===== src/hw/rtl/spi_port_demux_with_keyboard_responder_defines.svh =====
// assertion macros shared by the spi port demux rtl
// users provide clk and rst_n in scope
`ifndef SPI_PORT_DEMUX_WITH_KEYBOARD_RESPONDER_DEFINES_SVH
`define SPI_PORT_DEMUX_WITH_KEYBOARD_RESPONDER_DEFINES_SVH

// same-cycle implication
`define SPDK_ASSERT_NOW(lbl, ante, cons, msg) \
    lbl: assert property (@(posedge clk) disable iff (!rst_n) (ante) |-> (cons)) \
        else $error(msg);

// next-cycle implication
`define SPDK_ASSERT_NEXT(lbl, ante, cons, msg) \
    lbl: assert property (@(posedge clk) disable iff (!rst_n) (ante) |=> (cons)) \
        else $error(msg);

`endif


===== src/hw/rtl/spdk_pkg.sv =====
// shared types and codes for the spi port demux with keyboard responder
// no dependencies
package spdk_pkg;

    localparam logic [7:0] SD_INIT_CLOCKS_RST = 8'd74;
    localparam logic [7:0] BITS_PER_BYTE      = 8'd8;

    // keyboard replies
    localparam logic [7:0] KBD_ACK     = 8'hfa;
    localparam logic [7:0] KBD_ID_OK   = 8'haa;
    localparam logic [7:0] KBD_NONE    = 8'hff;

    // keyboard commands
    localparam logic [7:0] KBD_CMD_RESTART    = 8'hff;
    localparam logic [7:0] KBD_CMD_ENABLE     = 8'hf4;
    localparam logic [7:0] KBD_CMD_DISABLE    = 8'hf5;
    localparam logic [7:0] KBD_CMD_RATE       = 8'hf3;
    localparam logic [7:0] KBD_CMD_INDICATORS = 8'hed;
    localparam logic [7:0] KBD_CMD_STAT1      = 8'h01;
    localparam logic [7:0] KBD_CMD_STAT2      = 8'h02;

    typedef enum logic [1:0] {
        DEV_SD  = 2'd0,
        DEV_KBD = 2'd1,
        DEV_RTC = 2'd2
    } dev_t;

    typedef struct packed {
        logic       sd_select_pulse;
        logic       rtc_select_pulse;
        logic       rtc_deselect_pulse;
        logic       byte_done;
        logic [1:0] target_device;
        logic [7:0] received_byte;
        logic       reply_valid;
        logic [7:0] reply_byte;
        logic       kbd_irq_clear;
    } res_t;

endpackage


===== src/hw/rtl/spdk_core.sv =====
// per-word decode: select edges, mosi shifter, sd holdoff, keyboard responder
// depends on spdk_pkg
module spdk_core
    import spdk_pkg::*;
(
    input  logic       clk,
    input  logic       rst_n,
    input  logic       cfg_we,
    input  logic [7:0] cfg_wdata,
    input  logic       accept,
    input  logic       action,
    input  logic [7:0] port,
    input  logic [7:0] keycode,
    output res_t       res
);

    logic       prev_sd_reg, prev_sd_next;
    logic       prev_kbd_reg, prev_kbd_next;
    logic       prev_rtc_reg, prev_rtc_next;
    logic       prev_clock_reg, prev_clock_next;
    logic [7:0] shift_reg, shift_next;
    logic [7:0] bit_count_reg, bit_count_next;
    logic       sd_ready_reg, sd_ready_next;
    logic [7:0] init_count_reg, init_count_next;
    logic [7:0] pending_reg, pending_next;
    logic [7:0] key_latch_reg, key_latch_next;
    logic [7:0] sd_init_clocks_reg;

    logic       sd, kb, rtc, clk_bit, mosi;
    logic [7:0] bc_mid, bc_inc, init_inc;
    logic       rise;

    always_comb
    begin
        prev_sd_next    = prev_sd_reg;
        prev_kbd_next   = prev_kbd_reg;
        prev_rtc_next   = prev_rtc_reg;
        prev_clock_next = prev_clock_reg;
        shift_next      = shift_reg;
        bit_count_next  = bit_count_reg;
        sd_ready_next   = sd_ready_reg;
        init_count_next = init_count_reg;
        pending_next    = pending_reg;
        key_latch_next  = key_latch_reg;
        res             = '0;

        clk_bit  = port[0];
        sd       = ~port[1];
        kb       = ~port[2];
        rtc      = ~port[3];
        mosi     = port[7];
        bc_mid   = bit_count_reg;
        rise     = 1'b0;
        bc_inc   = 8'd0;
        init_inc = init_count_reg + 8'd1;

        if (action)
        begin
            key_latch_next = keycode;
        end
        else
        begin
            // only the first edge in priority order is acted on
            if (!prev_sd_reg && sd)
            begin
                bc_mid              = 8'd0;
                res.sd_select_pulse = 1'b1;
            end
            else if (!prev_kbd_reg && kb)
            begin
                bc_mid = 8'd0;
            end
            else if (!prev_rtc_reg && rtc)
            begin
                bc_mid               = 8'd0;
                res.rtc_select_pulse = 1'b1;
            end
            else if (prev_rtc_reg && !rtc)
            begin
                res.rtc_deselect_pulse = 1'b1;
            end
            prev_sd_next   = sd;
            prev_kbd_next  = kb;
            prev_rtc_next  = rtc;
            bit_count_next = bc_mid;

            // clock tracked only while some device is selected
            if ((sd || kb || rtc) && (clk_bit != prev_clock_reg))
            begin
                prev_clock_next = clk_bit;
                rise            = clk_bit;
            end

            bc_inc = bc_mid + 8'd1;
            if (rise)
            begin
                shift_next     = {shift_reg[6:0], mosi};
                bit_count_next = bc_inc;
                if (sd && !sd_ready_reg)
                begin
                    init_count_next = init_inc;
                    if (init_inc >= sd_init_clocks_reg)
                    begin
                        sd_ready_next       = 1'b1;
                        res.sd_select_pulse = 1'b1;
                    end
                end
                else if (bc_inc == BITS_PER_BYTE)
                begin
                    bit_count_next    = 8'd0;
                    res.byte_done     = 1'b1;
                    res.received_byte = shift_next;
                    if (sd)
                    begin
                        res.target_device = DEV_SD;
                    end
                    else if (kb)
                    begin
                        res.target_device = DEV_KBD;
                        res.reply_valid   = 1'b1;
                        if (shift_next != 8'd0 && pending_reg == 8'd0)
                        begin
                            case (shift_next)
                                KBD_CMD_RESTART, KBD_CMD_ENABLE, KBD_CMD_DISABLE,
                                KBD_CMD_RATE, KBD_CMD_INDICATORS:
                                begin
                                    pending_next   = shift_next;
                                    res.reply_byte = KBD_ACK;
                                end
                                KBD_CMD_STAT1, KBD_CMD_STAT2:
                                    res.reply_byte = KBD_ID_OK;
                                default:
                                    res.reply_byte = KBD_NONE;
                            endcase
                        end
                        else
                        begin
                            // rate command takes its argument, anything else reads the key
                            if (pending_reg == KBD_CMD_RATE)
                            begin
                                res.reply_byte = KBD_ACK;
                            end
                            else
                            begin
                                res.reply_byte    = key_latch_reg;
                                key_latch_next    = 8'd0;
                                res.kbd_irq_clear = 1'b1;
                            end
                            pending_next = 8'd0;
                        end
                    end
                    else
                    begin
                        res.target_device = DEV_RTC;
                    end
                end
            end
        end
    end

    always_ff @(posedge clk or negedge rst_n)
    begin
        if (!rst_n)
        begin
            prev_sd_reg        <= 1'b0;
            prev_kbd_reg       <= 1'b0;
            prev_rtc_reg       <= 1'b0;
            prev_clock_reg     <= 1'b0;
            shift_reg          <= 8'd0;
            bit_count_reg      <= 8'd0;
            sd_ready_reg       <= 1'b0;
            init_count_reg     <= 8'd0;
            pending_reg        <= 8'd0;
            key_latch_reg      <= 8'd0;
            sd_init_clocks_reg <= SD_INIT_CLOCKS_RST;
        end
        else
        begin
            if (cfg_we)
            begin
                sd_init_clocks_reg <= cfg_wdata;
            end
            if (accept)
            begin
                prev_sd_reg    <= prev_sd_next;
                prev_kbd_reg   <= prev_kbd_next;
                prev_rtc_reg   <= prev_rtc_next;
                prev_clock_reg <= prev_clock_next;
                shift_reg      <= shift_next;
                bit_count_reg  <= bit_count_next;
                sd_ready_reg   <= sd_ready_next;
                init_count_reg <= init_count_next;
                pending_reg    <= pending_next;
                key_latch_reg  <= key_latch_next;
            end
        end
    end

endmodule


===== src/hw/rtl/spdk_outbuf.sv =====
// two-entry result buffer: output register plus skid register
// depends on spdk_pkg and the shared assertion macros
`include "spi_port_demux_with_keyboard_responder_defines.svh"

module spdk_outbuf
    import spdk_pkg::*;
(
    input  logic clk,
    input  logic rst_n,
    input  logic push,
    input  res_t push_data,
    output logic full,
    output logic out_valid,
    input  logic out_stall,
    output res_t out_data
);

    logic out_valid_reg, out_valid_next;
    logic skid_valid_reg, skid_valid_next;
    res_t out_reg, out_next;
    res_t skid_reg, skid_next;
    logic pop;

    assign pop = out_valid_reg && !out_stall;

    always_comb
    begin
        out_valid_next  = out_valid_reg;
        skid_valid_next = skid_valid_reg;
        out_next        = out_reg;
        skid_next       = skid_reg;
        if (!out_valid_reg || pop)
        begin
            if (skid_valid_reg)
            begin
                out_next        = skid_reg;
                out_valid_next  = 1'b1;
                skid_next       = push_data;
                skid_valid_next = push;
            end
            else
            begin
                out_next       = push_data;
                out_valid_next = push;
            end
        end
        else if (push)
        begin
            // output word held, park the new one
            skid_next       = push_data;
            skid_valid_next = 1'b1;
        end
    end

    always_ff @(posedge clk or negedge rst_n)
    begin
        if (!rst_n)
        begin
            out_valid_reg  <= 1'b0;
            skid_valid_reg <= 1'b0;
        end
        else
        begin
            out_valid_reg  <= out_valid_next;
            skid_valid_reg <= skid_valid_next;
        end
    end

    always_ff @(posedge clk)
    begin
        out_reg  <= out_next;
        skid_reg <= skid_next;
    end

    assign full      = skid_valid_reg;
    assign out_valid = out_valid_reg;
    assign out_data  = out_reg;

    `SPDK_ASSERT_NOW(a_skid_behind_out, skid_valid_reg, out_valid_reg, "skid word without output word")
    `SPDK_ASSERT_NEXT(a_park_on_stall, out_valid_reg && out_stall && push, skid_valid_reg, "word lost on stall")
    `SPDK_ASSERT_NEXT(a_skid_moves_up, skid_valid_reg && !out_stall, out_valid_reg && out_reg == $past(skid_reg), "skid word not forwarded")
    `SPDK_ASSERT_NEXT(a_drain_empty, pop && !skid_valid_reg && !push, !out_valid_reg, "word repeated after drain")

endmodule


===== src/hw/rtl/spi_port_demux_with_keyboard_responder.sv =====
// Top level of the spi port demux with keyboard responder.
// Depends on spdk_pkg, spdk_core and spdk_outbuf.
//
// Usage:
// - input channel (in_valid/in_stall) carries one word per item: action, port, keycode.
//   action 0 is a port sample, action 1 loads the keycode latch.
// - output channel (out_valid/out_stall) returns exactly one result word per input word,
//   in order: select pulses, completed byte with target device, keyboard reply.
// - cfg_we/cfg_wdata write sd_init_clocks; write only while the block is idle.
// - each result is registered: in the output register, or in the skid register on a stall.
// - throughput: one word per cycle when not stalled; all decode sits between the input
//   handshake and the output register, with the sample state updated in the same cycle.
// - when out_stall holds the output word, one more input word is taken into a skid
//   register; in_stall rises once that skid register is occupied and falls the cycle
//   after the output side drains.
// - reset clears all sample state, the keycode latch and both buffer entries, and
//   sets sd_init_clocks to 74; the block accepts words right after reset.
module spi_port_demux_with_keyboard_responder
    import spdk_pkg::*;
(
    input  logic       clk,
    input  logic       rst_n,
    input  logic       cfg_we,
    input  logic [7:0] cfg_wdata,
    input  logic       in_valid,
    output logic       in_stall,
    input  logic       action,
    input  logic [7:0] port,
    input  logic [7:0] keycode,
    output logic       out_valid,
    input  logic       out_stall,
    output logic       sd_select_pulse,
    output logic       rtc_select_pulse,
    output logic       rtc_deselect_pulse,
    output logic       byte_done,
    output logic [1:0] target_device,
    output logic [7:0] received_byte,
    output logic       reply_valid,
    output logic [7:0] reply_byte,
    output logic       kbd_irq_clear
);

    logic accept;
    logic full;
    res_t res;
    res_t out_data;

    assign in_stall = full;
    assign accept   = in_valid && !full;

    spdk_core u_core (
        .clk       (clk),
        .rst_n     (rst_n),
        .cfg_we    (cfg_we),
        .cfg_wdata (cfg_wdata),
        .accept    (accept),
        .action    (action),
        .port      (port),
        .keycode   (keycode),
        .res       (res)
    );

    spdk_outbuf u_outbuf (
        .clk       (clk),
        .rst_n     (rst_n),
        .push      (accept),
        .push_data (res),
        .full      (full),
        .out_valid (out_valid),
        .out_stall (out_stall),
        .out_data  (out_data)
    );

    assign sd_select_pulse    = out_data.sd_select_pulse;
    assign rtc_select_pulse   = out_data.rtc_select_pulse;
    assign rtc_deselect_pulse = out_data.rtc_deselect_pulse;
    assign byte_done          = out_data.byte_done;
    assign target_device      = out_data.target_device;
    assign received_byte      = out_data.received_byte;
    assign reply_valid        = out_data.reply_valid;
    assign reply_byte         = out_data.reply_byte;
    assign kbd_irq_clear      = out_data.kbd_irq_clear;

endmodule


===== config.mk =====
export PLATFORM = sky130hd
export DESIGN_NAME = spi_port_demux_with_keyboard_responder
export DESIGN_NICKNAME = d
export VERILOG_FILES = /design/src/hw/rtl/spdk_pkg.sv /design/src/hw/rtl/spdk_core.sv /design/src/hw/rtl/spdk_outbuf.sv /design/src/hw/rtl/spi_port_demux_with_keyboard_responder.sv
export VERILOG_INCLUDE_DIRS = /design/src /design/src/hw/rtl
export SDC_FILE = /design/constraint.sdc
export NUM_CORES = 1
export LEC_CHECK = 0
export BUFFER_PORTS_ARGS = -buffer_cell sky130_fd_sc_hd__clkbuf_2
export CELL_PAD_IN_SITES_DETAIL_PLACEMENT = 0
export CELL_PAD_IN_SITES_GLOBAL_PLACEMENT = 1
export CORE_ASPECT_RATIO = 0.7
export CORE_MARGIN = 2
export CORE_UTILIZATION = 35
export DETAILED_ROUTE_END_ITERATION = 7
export GPL_ROUTABILITY_DRIVEN = 1
export PLACE_DENSITY = 0.72
export RECOVER_POWER = 50
export SLEW_MARGIN = 20
export SYNTH_ARGS = -nofsm -noshare
export SYNTH_HDL_FRONTEND = slang
export SYNTH_HIERARCHICAL = 1
export SYNTH_SLANG_ARGS = --single-unit
export TNS_END_PERCENT = 50

===== constraint.sdc =====
create_clock -name clk -period 3.25 [get_ports clk]
set_input_delay 0 -clock clk [delete_from_list [all_inputs] [get_ports clk]]
set_output_delay 0 -clock clk [all_outputs]
set_load 0.01 [all_outputs]

# After elaboration in Yosys (flattened, before gate mapping)
# Cells that the tools add are included.
[totals]
register_bits = 102
word_cells = 139
output_inout_bits = 26
input_bits = 30
[op_classes]
addsub = 2
bitwise_logic = 5
n_reduce_logical = 35
muxes = 49
n_lt_le_gt_ge = 1
n_eq_ne = 16
[op_table]
columns = ["cell", "n"]
rows = [
  ["2-to-1 mux 8 bit", 19],
  ["2-to-1 mux 24 bit", 5],
  ["2-to-1 mux 21 bit", 3],
  ["== test 8 bit (second input constant)", 6],
  ["2-to-1 mux 10 bit", 2],
  ["adder 8 x 1 -> 8 bit (second input constant)", 2],
  ["AND reduction 8 bit", 2],
  ["2-to-1 mux 1 bit", 15],
  ["case mux 7 bit (2 select lines)", 1],
  ["inequality test 2 bit (second input constant)", 5],
  ["logical AND 1 bit", 9],
  ["== test 8 x 1 -> 1 bit (second input constant)", 1],
  ["== test 8 x 2 -> 1 bit (second input constant)", 1],
  ["== test 8 x 4 -> 1 bit (second input constant)", 1],
  ["greater-or-equal comparator 8 bit", 1],
  ["logical NOT 8 bit", 1],
  ["2-to-1 mux 2 bit", 4],
  ["nonzero test 2 bit", 4],
  ["nonzero test 8 bit", 1],
  ["logical NOT 1 bit", 7],
  ["AND reduction 3 bit", 2],
  ["inverter 1 bit", 5],
  ["AND reduction 5 bit", 1],
  ["OR reduction 5 bit", 1],
  ["6 further kinds", 9],
]

# Logic depth before layout (Yosys ltp)
# Gate-level depths: netlist of the first run.
[depth]
ltp_word = 14
mapped_depth = 12
ltp_nobuf = 10

# Cells and area by module
# Netlist of the first run, hierarchy kept.
[modules_own_cells]
columns = ["mod", "cells_per_inst", "instances", "area_per_inst_um2", "seq_area_each_um2"]
rows = [
  ["spdk_core", 335, 1, 3014.1, 1305.0],
  ["spdk_outbuf", 83, 1, 1904.3, 1491.4],
  ["spi_port_demux_with_keyboard_responder", 1, 1, 13.8, 0.0],
]

# Worst setup path before layout of the first run
# No wires, ideal clock.
[synth_timing]
path_type = "register to register"
startpoint = "reg u_core.prev_kbd_reg"
endpoint = "reg u_outbuf.out_reg (netlist bit u_outbuf/out_data[5]) (data pin)"
path_slack_ns = -0.112
arrival_ns = 3.233
required_ns = 3.121
setup_time_ns = 0.129
stages_incl_launch_ff = 12
cell_sequence = "dfrtp_1 o22ai_1 nor2_1 and2_1 ha_1 or3b_1 a211o_1 or4_4 or4b_1 buf_4 nor3_2 mux2_4"
[synth_lines]
columns = ["element", "line", "rtl"]
rows = [
  ["start, declared", "spdk_core.sv:18", "logic prev_kbd_reg, prev_kbd_next;"],
  ["start signal, assigned", "spdk_core.sv:186", "prev_kbd_reg <= prev_kbd_next;"],
  ["end signal, assigned", "spdk_outbuf.sv:71", "out_reg <= out_next;"],
  ["end, declared", "spdk_outbuf.sv:20", "res_t out_reg, out_next;"],
]

==> results of run 1 <==
[critical path: cells and delay by family (launching register included)]
kind	cells	cell delay, ns
flip-flops	1	0.39
AND/OR/NAND/NOR	6	1.72
AO/OA/AOI/OAI	2	0.46
buffers and inverters	1	0.19
adder cells (fa/ha/maj)	1	0.18
multiplexers	1	0.17
[placed cells by master, fill, tap and decap left out, types with 3 or more instances in the layout]
cell / instances
a21oi_1: 11
a31oi_1: 3
and2_1: 12
buf_4: 19
clkbuf_1: 28
clkbuf_16: 9
clkbuf_2: 27
clkinv_4: 3
dfrtp_1: 51
dfstp_2: 3
dlygate4sd3_1: 22
edfxtp_1: 48
ha_1: 9
inv_1: 10
mux2_2: 17
mux2_4: 17
nand2_1: 48
nand2b_1: 4
nand3_1: 20
nand4_1: 3
nor2_1: 16
nor2_2: 7
nor3_1: 6
nor4_1: 9
o21ai_0: 38
o41ai_1: 3
or3_1: 3
xnor2_1: 8
xor2_1: 8
[logic make-up (layout without fill, tap and decap cells)]
group | after synthesis | count (layout) | synth area share
AOI/OAI and AO/OA | 76 | 76 | 0.09259
xor gates and xnor gates | 16 | 16 | 0.02841
adders and majority gates | 10 | 10 | 0.02537
buffers and inverters | 28 | 123 | 0.03095
and+or+nand+nor | 152 | 152 | 0.1631
muxes | 35 | 35 | 0.09259
DFF | 102 | 102 | 0.5670
[power groups by stage]
| stage | clock [uW] | sequential, uW | combinational [uW] |
|---|---|---|---|
| finish | 1110 | 1780 | 787 |
| global route | 1180 | 1810 | 874 |
| CTS | 1130 | 1780 | 805 |
| detailed placement | 0 | 1800 | 765 |
| global placement | 0 | 1790 | 759 |
| floorplan | 0 | 1800 | 491 |
[through the flow]
step                      utilization  hold WS (ns)  total power, uW  instance area, um^2   TNS [ns]
after CTS                      0.4372       0.01305             3713                 6046  -0.001134
after detailed placement       0.3955       0.07610             2567                 5469   -0.08778
final                          0.4362       0.01415             3674                 6032          0
after floorplan                     -       -0.2956             2290                 4947          0
after global placement         0.3955       0.06507             2551                 5469          0
after global routing           0.4362       0.02603             3861                 6032    -0.4289
[synth_stat cells (10+ instances only)]
| cell type | n |
|---|---|
| ha_1 | 10 |
| mux2_2 | 17 |
| nand3_1 | 20 |
| nor2_1 | 23 |
| clkbuf_1 | 10 |
| dfrtp_1 | 51 |
| edfxtp_1 | 48 |
| nand2_1 | 48 |
| and2_1 | 12 |
| a21oi_1 | 13 |
| mux2_4 | 17 |
| o21ai_0 | 38 |
| inv_1 | 10 |
[per-layer routing]
| metal | track usage | wire [um] |
|---|---|---|
| met1 | 0.2098 | 5347 |
| met2 | 0.2409 | 4869 |
| met3 | 0.03026 | 411 |
| met4 | 0.04827 | 87 |
| met5 | 0 | 0 |
[worst max path at each step]
stage | slack [ns] | end
2_1_floorplan | 0.03 | u_outbuf/out_data[5]
3_3_place_gp | 0.03 | u_outbuf/out_data[7]
3_5_place_dp | -0.06 | u_outbuf/out_data[7]
4_1_cts | -0.001 | u_outbuf/out_data[2]
5_1_grt | -0.06 | u_outbuf/out_data[7]
6_report | 0.03 | u_outbuf/out_data[2]
[what timing repair did]
action	4_1_cts	5_1_grt
buffers inserted	1	2
pin swaps	6	1
setup endpoints to repair	7	11
resized for setup	9	4
endpoints found under the hold margin	41	0
cloned	1	0
hold buffers	22	0
[final cells by class]
class                   instances  area, um^2
clock buffers                  10       229.0
clock inverters                 6       78.83
fillers                      1324        7796
inverters                      10       37.54
multi-input cells             289        2033
flip-flops and latches        102        2796
well taps                     190       237.7
repair buffers                 97       619.3
==> results.toml, run 1 <==
[outcome]
status = "completed"

[power_and_ir_drop]
pwr-share-seq = 0.484
vdd_drop_max_mv = 0.2492
p_int_uw = 2582
power_switching_uw = 1092
switching_share = 0.2972
leakagePower_uw = 0.002491
p_comb_frac = 0.214
p_clk_frac = 0.301
power_density_nw_per_um2 = 609.1

[placement]
dp.final_hpwl_um = 7525
place_inst = 662
gp_congestion = 0.8333
place_ws_ns = -0.05864
portBuffers = 52

[cts]
path_clk_slew_ns = 0.07
clk_latency_ns = 0.35
cts_made_buffers = 9
cts_tree = "built"
cts_max_level = 3
ctsLongestPathBuffers = 2
clkSinkCount = 102
clock-root-buffer = "clkbuf_16"

[die]
start_util = 0.3567
fp.coreArea_um2 = 13830
chipHeight_um = 103.3
ioPinCount = 56
dieArea_um2 = 15070
row_count = 36
die_w_um = 145.9

[yosys]
synth_ff_type = "dfrtp_1"
synth_area_leader_cell = "edfxtp_1"
yosysWarnings = 6
synth_top_area_share = 0.2922
synthArstFlopShare = 0.5294
synth-edff-count = 48
ys_types = 61
ys_seq_elements = 102
yosysSeqAreaShare = 0.5670
syn-cell-area_um2 = 4932
syn_nets = 459
synth_area_per_cell_um2 = 11.77
synth_area_leaders = "edfxtp_1 29%, dfrtp_1 26%, mux2_4 5.2%, mux2_2 3.9%, o21ai_0 3.9%"
syn_inst = 419

[timing]
worst_pin_slew_ns = 1.426
finalHoldViolations = 0
setup_ws_ns = 0.03294
drv_slew = 0
slew_headroom = 0.04932
max_freq_ghz = 0.3108
setup_viol = 0
finalCriticalPeriod_ns = 3.217
rsz0062_at_grt = "true"
period_share = 0.9899
skew_ns = 0.007186

[final_layout]
drive_gt1_frac = 0.2315
fin_nets = 549
finalNonFillerCells = 704
syn_to_final_growth_pct = 22.30
antennaDiodeCount = 0

[worst_setup_path]
worstSetupPathType = "register to register"
crit_slowest_cell = "or4b_4"
crit_top_cell = "nor2_2"
end_kind = "register"
rr_worst_depth = 11
reg2reg_slack_ns = 0.03
startpoint = "u_core/prev_kbd_reg"
arrival_ns = 3.44
timing.rr.end = "u_outbuf/out_data[2]"
worstPathMaxFanout = 5
crit_chain = "o22ai_2, nor2_2, and2_1, ha_2, or3b_1, a211o_1, or4_4, or4b_4, buf_2, nor2_2, mux2_2"
cp-start-kind = "register"
r2r_start = "u_core/prev_kbd_reg"
critPathRequiredTime_ns = 3.47
cpPeakStageDelay_ns = 0.56

[grt]
grt_pass1_wl_um = 17880
track_usage = 0.1509
first_global_vias = 3483
antenna_found_initial = 0
grt_max_degree = 31
grt_overflow = 0

[routing]
drtIter0Drc = 292
wl_per_cell_um = 15.22
num_vias = 3523
vias_per_cell = 5.004
drt_first_pass_iters = 4
wl_um = 10720
drtAntennaViolNets = 0
drc = 0

[min_path]
min-delay-start = "port[7]"
holdPathEnd = "u_core/pending_reg[0]"
hold-path-cell-count = 3
hp-class = "primary input to register"

[flow_run]
drv_cap = 0
(Power assumes the default switching activity.)
==> run 2: changes to the inputs <==
--- a/config.mk
+++ b/config.mk
@@ -11,10 +11,10 @@
 export CELL_PAD_IN_SITES_GLOBAL_PLACEMENT = 1
 export CORE_ASPECT_RATIO = 0.7
 export CORE_MARGIN = 2
-export CORE_UTILIZATION = 35
+export CORE_UTILIZATION = 42
 export DETAILED_ROUTE_END_ITERATION = 7
 export GPL_ROUTABILITY_DRIVEN = 1
-export PLACE_DENSITY = 0.72
+export PLACE_DENSITY_LB_ADDON = 0.12
 export RECOVER_POWER = 50
 export SLEW_MARGIN = 20
 export SYNTH_ARGS = -nofsm -noshare
==> run 2 against run 1 <==
  * Clock-buffer cell count decreased by 1
  * The run now ends with capacitance limit, slew limit left
  * Combinational power rose by 3.3%
  * Largest power group unchanged
  * Register-to-register slack improved by 0.06 ns
  * Critical path type unchanged
==> results.toml, run 2 (same netlist as run 1, synthesis figures left out) <==
[worst_setup_path]
end_kind = "register"
crit_slowest_cell = "or4b_4"
cp-start-kind = "register"
crit_buf_inv = 1
cpPeakStageDelay_ns = 0.55
worstPathMaxFanout = 5
worstSetupPathType = "register to register"
crit_chain = "o22ai_2, nor2_2, and2_1, ha_2, or3b_1, a211o_1, or4_4, or4b_4, buf_12, nor3_4, mux2_4"
critPathRequiredTime_ns = 3.47
arrival_ns = 3.38
cpLargestDelayFamily = "simple AND/OR/NAND/NOR gates"

[final_layout]
drive_gt1_frac = 0.2330
fin_nets = 550
syn_to_final_growth_pct = 23.21
final_cell_mix = "51 x dfrtp_1, 48 x nand2_1, 48 x edfxtp_1"
antennaDiodeCount = 0
finalNonFillerCells = 672
final_common_cell = "dfrtp_1"

[die]
dieArea_um2 = 12640
start_util = 0.4266
die_w_um = 133.5
fp.coreArea_um2 = 11560
ioPinCount = 56
row_count = 33
chipHeight_um = 94.67

[routing]
wl_um = 11170
drt_first_pass_iters = 4
drtAntennaViolNets = 0
wl_per_cell_um = 16.62
vias_per_cell = 5.265
drc = 0
num_vias = 3538
drtIter0Drc = 183

[timing]
drv_slew = 42
finalSetupTns_ns = 0
rsz0062_at_grt = "true"
worst_pin_slew_ns = 2.256
period_share = 0.9724
finalCriticalPeriod_ns = 3.160
finalHoldViolations = 0
slew_headroom = -0.5043
skew_ns = 0.007633
max_freq_ghz = 0.3164
setup_viol = 0

[cts]
cts_max_level = 3
path_clk_slew_ns = 0.08
clkSinkCount = 102
clock-root-buffer = "clkbuf_16"
ctsLongestPathBuffers = 2
clk_latency_ns = 0.35
cts_made_buffers = 9
cts_tree = "built"

[grt]
antenna_found_initial = 0
first_global_vias = 3448
grt_max_degree = 42
grt_overflow = 0
track_usage = 0.1869
grt_pass1_wl_um = 18270

[power_and_ir_drop]
vdd_drop_max_mv = 0.2804
leakagePower_uw = 0.002518
power_density_nw_per_um2 = 625.8

[flow_run]
drv_cap = 1

[outcome]
violations = "capacitance limit, slew limit"
status = "finished, violations left"

[min_path]
hp-class = "primary input to register"

[placement]
place_inst = 629
gp_congestion = 0.8474
dp.final_hpwl_um = 7667
portBuffers = 52
==> run 2: per-stage QoR <==
stage / setup slack (ns) / instance area [um^2] / utilization / hold slack [ns] / total power (uW)
after floorplan: 0.03411 / 4947 / - / -0.2956 / 2290
after global placement: 0.004193 / 5428 / 0.4695 / 0.2017 / 2567
after detailed placement: -0.04786 / 5428 / 0.4695 / 0.2078 / 2586
after CTS: 0.0009022 / 6057 / 0.5239 / 0.004457 / 3842
after global routing: -0.01539 / 6077 / 0.5256 / 0.06504 / 3988
final: 0.08979 / 6077 / 0.5256 / 0.01924 / 3803
==> run 2: path summary, 6_finish.rpt <==
path,startpoint,end,slack [ns],cells past startpoint
min in group asynchronous,rst_n,u_core/bit_count_reg[2],0.86,2
worst max register to register,u_core/prev_kbd_reg,u_outbuf/out_data[7],0.09,11
max in group asynchronous,rst_n,u_core/bit_count_reg[7],0.99,3
worst min register to register,u_core/init_count_reg[7],u_core/init_count_reg[7],0.50,1
worst max-delay path,u_core/prev_kbd_reg,u_outbuf/out_data[7],0.09,11
worst min-delay path,port[2],u_core/prev_kbd_reg,0.02,3
==> run 2: area by class of cell <==
type                       count  area (um^2)
fill                        1068         5484
tap                          157        196.4
inverter                      10        37.54
clock inverter                 7        111.4
clock buffer                   9        225.2
timing repair buffer          98        636.9
multi-input combinational    289         2073
sequential                   102         2796
==> run 2: timing repair <==
action / 4_1_cts / 5_1_grt
cloned: 1 / 0
endpoints found under the hold margin: 58 / 0
pin swaps: 7 / 2
hold buffers: 23 / 0
buffers inserted: 2 / 1
resized for setup: 11 / 12
endpoints found under the setup margin: 6 / 19
==> run 2: worst register-to-register path, stage by stage (launching register included) <==
cell	delay, ns
dfrtp_1	0.39
o22ai_2	0.17
nor2_2	0.08
and2_1	0.16
ha_2	0.17
or3b_1	0.36
a211o_1	0.28
or4_4	0.42
or4b_4	0.55
buf_12	0.18
nor3_4	0.12
mux2_4	0.16
==> run 2: power breakdown <==
part	leakage, uW	internal (uW)	switching [uW]	total [uW]
clock	0.000164	693	517	1210
combinational	0.00117	345	467	813
sequential	0.00119	1630	153	1780
==> run 2: per-layer routing <==
| layer | global-route usage | share of wire | wire length (um) |
|---|---|---|---|
| met1 | 0.2930 | 0.56 | 6255 |
| met2 | 0.2633 | 0.40 | 4500 |
| met3 | 0.03972 | 0.034 | 382 |
| met4 | 0.04078 | 0.0027 | 30 |
| met5 | 0 | 0 | 0 |
==> run 3: changes to the inputs <==
--- a/config.mk
+++ b/config.mk
@@ -6,12 +6,13 @@
 export SDC_FILE = /design/constraint.sdc
 export NUM_CORES = 1
 export LEC_CHECK = 0
+export ABC_AREA = 1
 export BUFFER_PORTS_ARGS = -buffer_cell sky130_fd_sc_hd__clkbuf_2
 export CELL_PAD_IN_SITES_DETAIL_PLACEMENT = 0
 export CELL_PAD_IN_SITES_GLOBAL_PLACEMENT = 1
-export CORE_ASPECT_RATIO = 0.7
+export CORE_ASPECT_RATIO = 0.6
 export CORE_MARGIN = 2
-export CORE_UTILIZATION = 42
+export CORE_UTILIZATION = 41
 export DETAILED_ROUTE_END_ITERATION = 7
 export GPL_ROUTABILITY_DRIVEN = 1
 export PLACE_DENSITY_LB_ADDON = 0.12
==> run 3 against run 2 <==
  * The flow still finishes with violations (capacitance limit, slew limit)
  * Non-clock buffer count is 17 lower
  * Global-route usage is 1.0 points lower
  * Die area is 6.9% higher
  * Clock power is 7% lower
  * Combinational power is 60% higher
  * Total power is 17% higher
  * Register-to-register slack better by 0.37 ns
  * Wire length is 0.92% lower
==> results.toml, run 3 <==
[outcome]
status = "finished, violations left"
violations = "capacitance limit, slew limit"

[placement]
gp_congestion = 0.8041
portBuffers = 52
dp.final_hpwl_um = 7935

[die]
dieArea_um2 = 13520
die_w_um = 148.8
ioPinCount = 56
row_count = 31
fp.coreArea_um2 = 12180
chipHeight_um = 90.87
start_util = 0.4234

[worst_setup_path]
cp-start-kind = "register"
cpPeakStageDelay_ns = 0.41
crit_slowest_cell = "dfrtp_1"
worstPathMaxFanout = 4
end_kind = "register"
worstSetupPathType = "register to register"
arrival_ns = 3.00
r2r_start = "u_core/init_count_reg[0]"
critPathRequiredTime_ns = 3.46
startpoint = "u_core/init_count_reg[0]"
crit_chain = "nand3_1, nand3b_1, nor3b_1, xor2_1, inv_1, ha_1, nand2_1, nor2_1, nand4_1, o2111ai_1, nand3_1, a21oi_1, nand2_1, nand2_1"
crit_top_cell = "nand2_1"

[grt]
grt_max_degree = 42
grt_overflow = 0
grt_pass1_wl_um = 18820
track_usage = 0.1766
first_global_vias = 3785
antenna_found_initial = 0

[timing]
slew_headroom = -0.5662
finalCriticalPeriod_ns = 2.788
setup_viol = 0
skew_ns = 0.006312
drv_slew = 42
finalSetupTns_ns = 0
rsz0062_at_grt = "false"
finalHoldViolations = 0
max_freq_ghz = 0.3587
worst_pin_slew_ns = 2.349
period_share = 0.8578

[yosys]
synth-simple-area-share = 0.2926
synth_ff_type = "dfrtp_1"
synth_xor_area_frac = 0.01359
syn_inst = 577
synth_top_area_share = 0.2795
synthAdderAreaFrac = 0.02427
synth_area_leader_cell = "edfxtp_1"
synth_most_common_cell = "nand2_1"
syn_nets = 617
synthMuxAreaShare = 0.002184
synth-edff-count = 48
ys_seq_elements = 102
synth_top_family_by_area = "simple AND/OR/NAND/NOR gates"
synth_area_leaders = "edfxtp_1 28%, dfrtp_1 25%, nand2_1 13%, nor2_1 4.3%, inv_1 4.0%"
yosysWarnings = 6
synth_area_per_cell_um2 = 8.936
ys_types = 36
synthArstFlopShare = 0.5294
yosysSeqAreaShare = 0.5423
syn-cell-area_um2 = 5156
synth_compound_area_frac = 0.05945
synth_commonest_cells = "178 x nand2_1, 59 x nor2_1, 55 x inv_1"

[flow_run]
drv_cap = 1

[power_and_ir_drop]
leakagePower_uw = 0.002847
power_uw = 4455
vdd_drop_max_mv = 0.2629
power_density_nw_per_um2 = 734.0

[cts]
cts_made_buffers = 9
cts_resized = 0
ctsLongestPathBuffers = 2
cts_hold_buf = 23
clkSinkCount = 102
path_clk_slew_ns = 0.07
cts_max_level = 3
cts_tree = "built"
cts_setup_buffers = 0
clk_latency_ns = 0.34
clock-root-buffer = "clkbuf_16"

[final_layout]
antennaDiodeCount = 0
fin_nets = 694
drive_gt1_frac = 0.1320
final_common_cell = "nand2_1"
post-route-util = 0.4984
final_cell_mix = "178 x nand2_1, 59 x nor2_1, 55 x inv_1"
syn_to_final_growth_pct = 17.71

[routing]
drtIter0Drc = 244
wl_um = 11070
wl_per_cell_um = 13.43
drc = 0
vias_per_cell = 4.869
num_vias = 4012
drt_first_pass_iters = 5
drtAntennaViolNets = 0

[min_path]
hp-class = "primary input to register"
min-delay-start = "cfg_we"
[run 3: cell count changes in the layout (fill, tap and decap cells not counted), moves of 7 or more]
| cell | delta |
|---|---|
| a21oi_1 | +7 |
| and2_1 | -11 |
| buf_4 | -15 |
| inv_1 | +45 |
| mux2_2 | -15 |
| mux2_4 | -18 |
| nand2_1 | +130 |
| nand2_2 | +11 |
| nand4_1 | +10 |
| nor2_1 | +43 |
| nor4_1 | -7 |
| xnor2_1 | -8 |
[run 3: logic make-up after synthesis]
| family | Yosys count |
|---|---|
| mux | 1 |
| compound gates | 59 |
| fa+ha+maj | 10 |
| simple gates | 321 |
| xor+xnor | 8 |
| buf+inv | 76 |
| flops | 102 |
[run 3: path summary, 6_finish.rpt]
path / endpoint / slack, ns / cells past startpoint
worst max-delay path: u_outbuf/out_data[23] / 0.46 / 14
worst min-delay path: u_core/sd_init_clocks_reg[1] / 0.006 / 3
worst max register to register: u_outbuf/out_data[23] / 0.46 / 14
worst min register to register: u_core/sd_ready_reg / 0.48 / 1
max in group asynchronous: u_core/shift_reg[2] / 0.91 / 3
min in group asynchronous: u_core/sd_init_clocks_reg[0] / 0.91 / 2
[run 3: worst max-delay path, delay by kind of cell, from the launching register on]
kind | cells | cell delay [ns]
XOR/XNOR | 1 | 0.20
AND/OR/NAND/NOR | 9 | 1.29
buffers and inverters | 1 | 0.07
AO/OA/AOI/OAI | 2 | 0.39
flip-flops | 1 | 0.41
adder cells (fa/ha/maj) | 1 | 0.29
[run 3: layout make-up]
| type | instances | area (um^2) |
|---|---|---|
| well taps | 165 | 206.4 |
| fillers | 1183 | 6110 |
| flip-flops and latches | 102 | 2796 |
| repair buffers | 81 | 493.0 |
| clock inverters | 6 | 76.32 |
| multi-input cells | 399 | 2022 |
| inverters | 61 | 236.5 |
| clock buffers | 10 | 239.0 |
[run 3: per-layer routing]
metal | wire [um] | share of wire | GRT usage | vias up
met5 | 0 | 0 | 0 | -
met1 | 6106 | 0.55 | 0.2748 | 1884
li1 | - | - | - | 2035
met4 | 55 | 0.0050 | 0.02937 | 0
met2 | 4360 | 0.39 | 0.2508 | 86
met3 | 544 | 0.049 | 0.04293 | 7
[run 3: per-stage QoR]
stage,cell area [um^2],cells,setup WS [ns],hold slack [ns]
2_1_floorplan,5156,577,0.9792,-0.2956
3_3_place_gp,5567,785,0.6100,0.1999
3_5_place_dp,5567,785,0.5028,0.2113
4_1_cts,6112,824,0.4813,0.006274
5_1_grt,6070,824,0.1876,0.05359
6_report,6070,824,0.4620,0.006296
[run 3: power by group]
group	switching, uW	total, uW	internal [uW]	leakage (uW)
Combinational	899	1300	401	0.00152
Clock	492	1130	634	0.000156
Sequential	185	2030	1840	0.00117
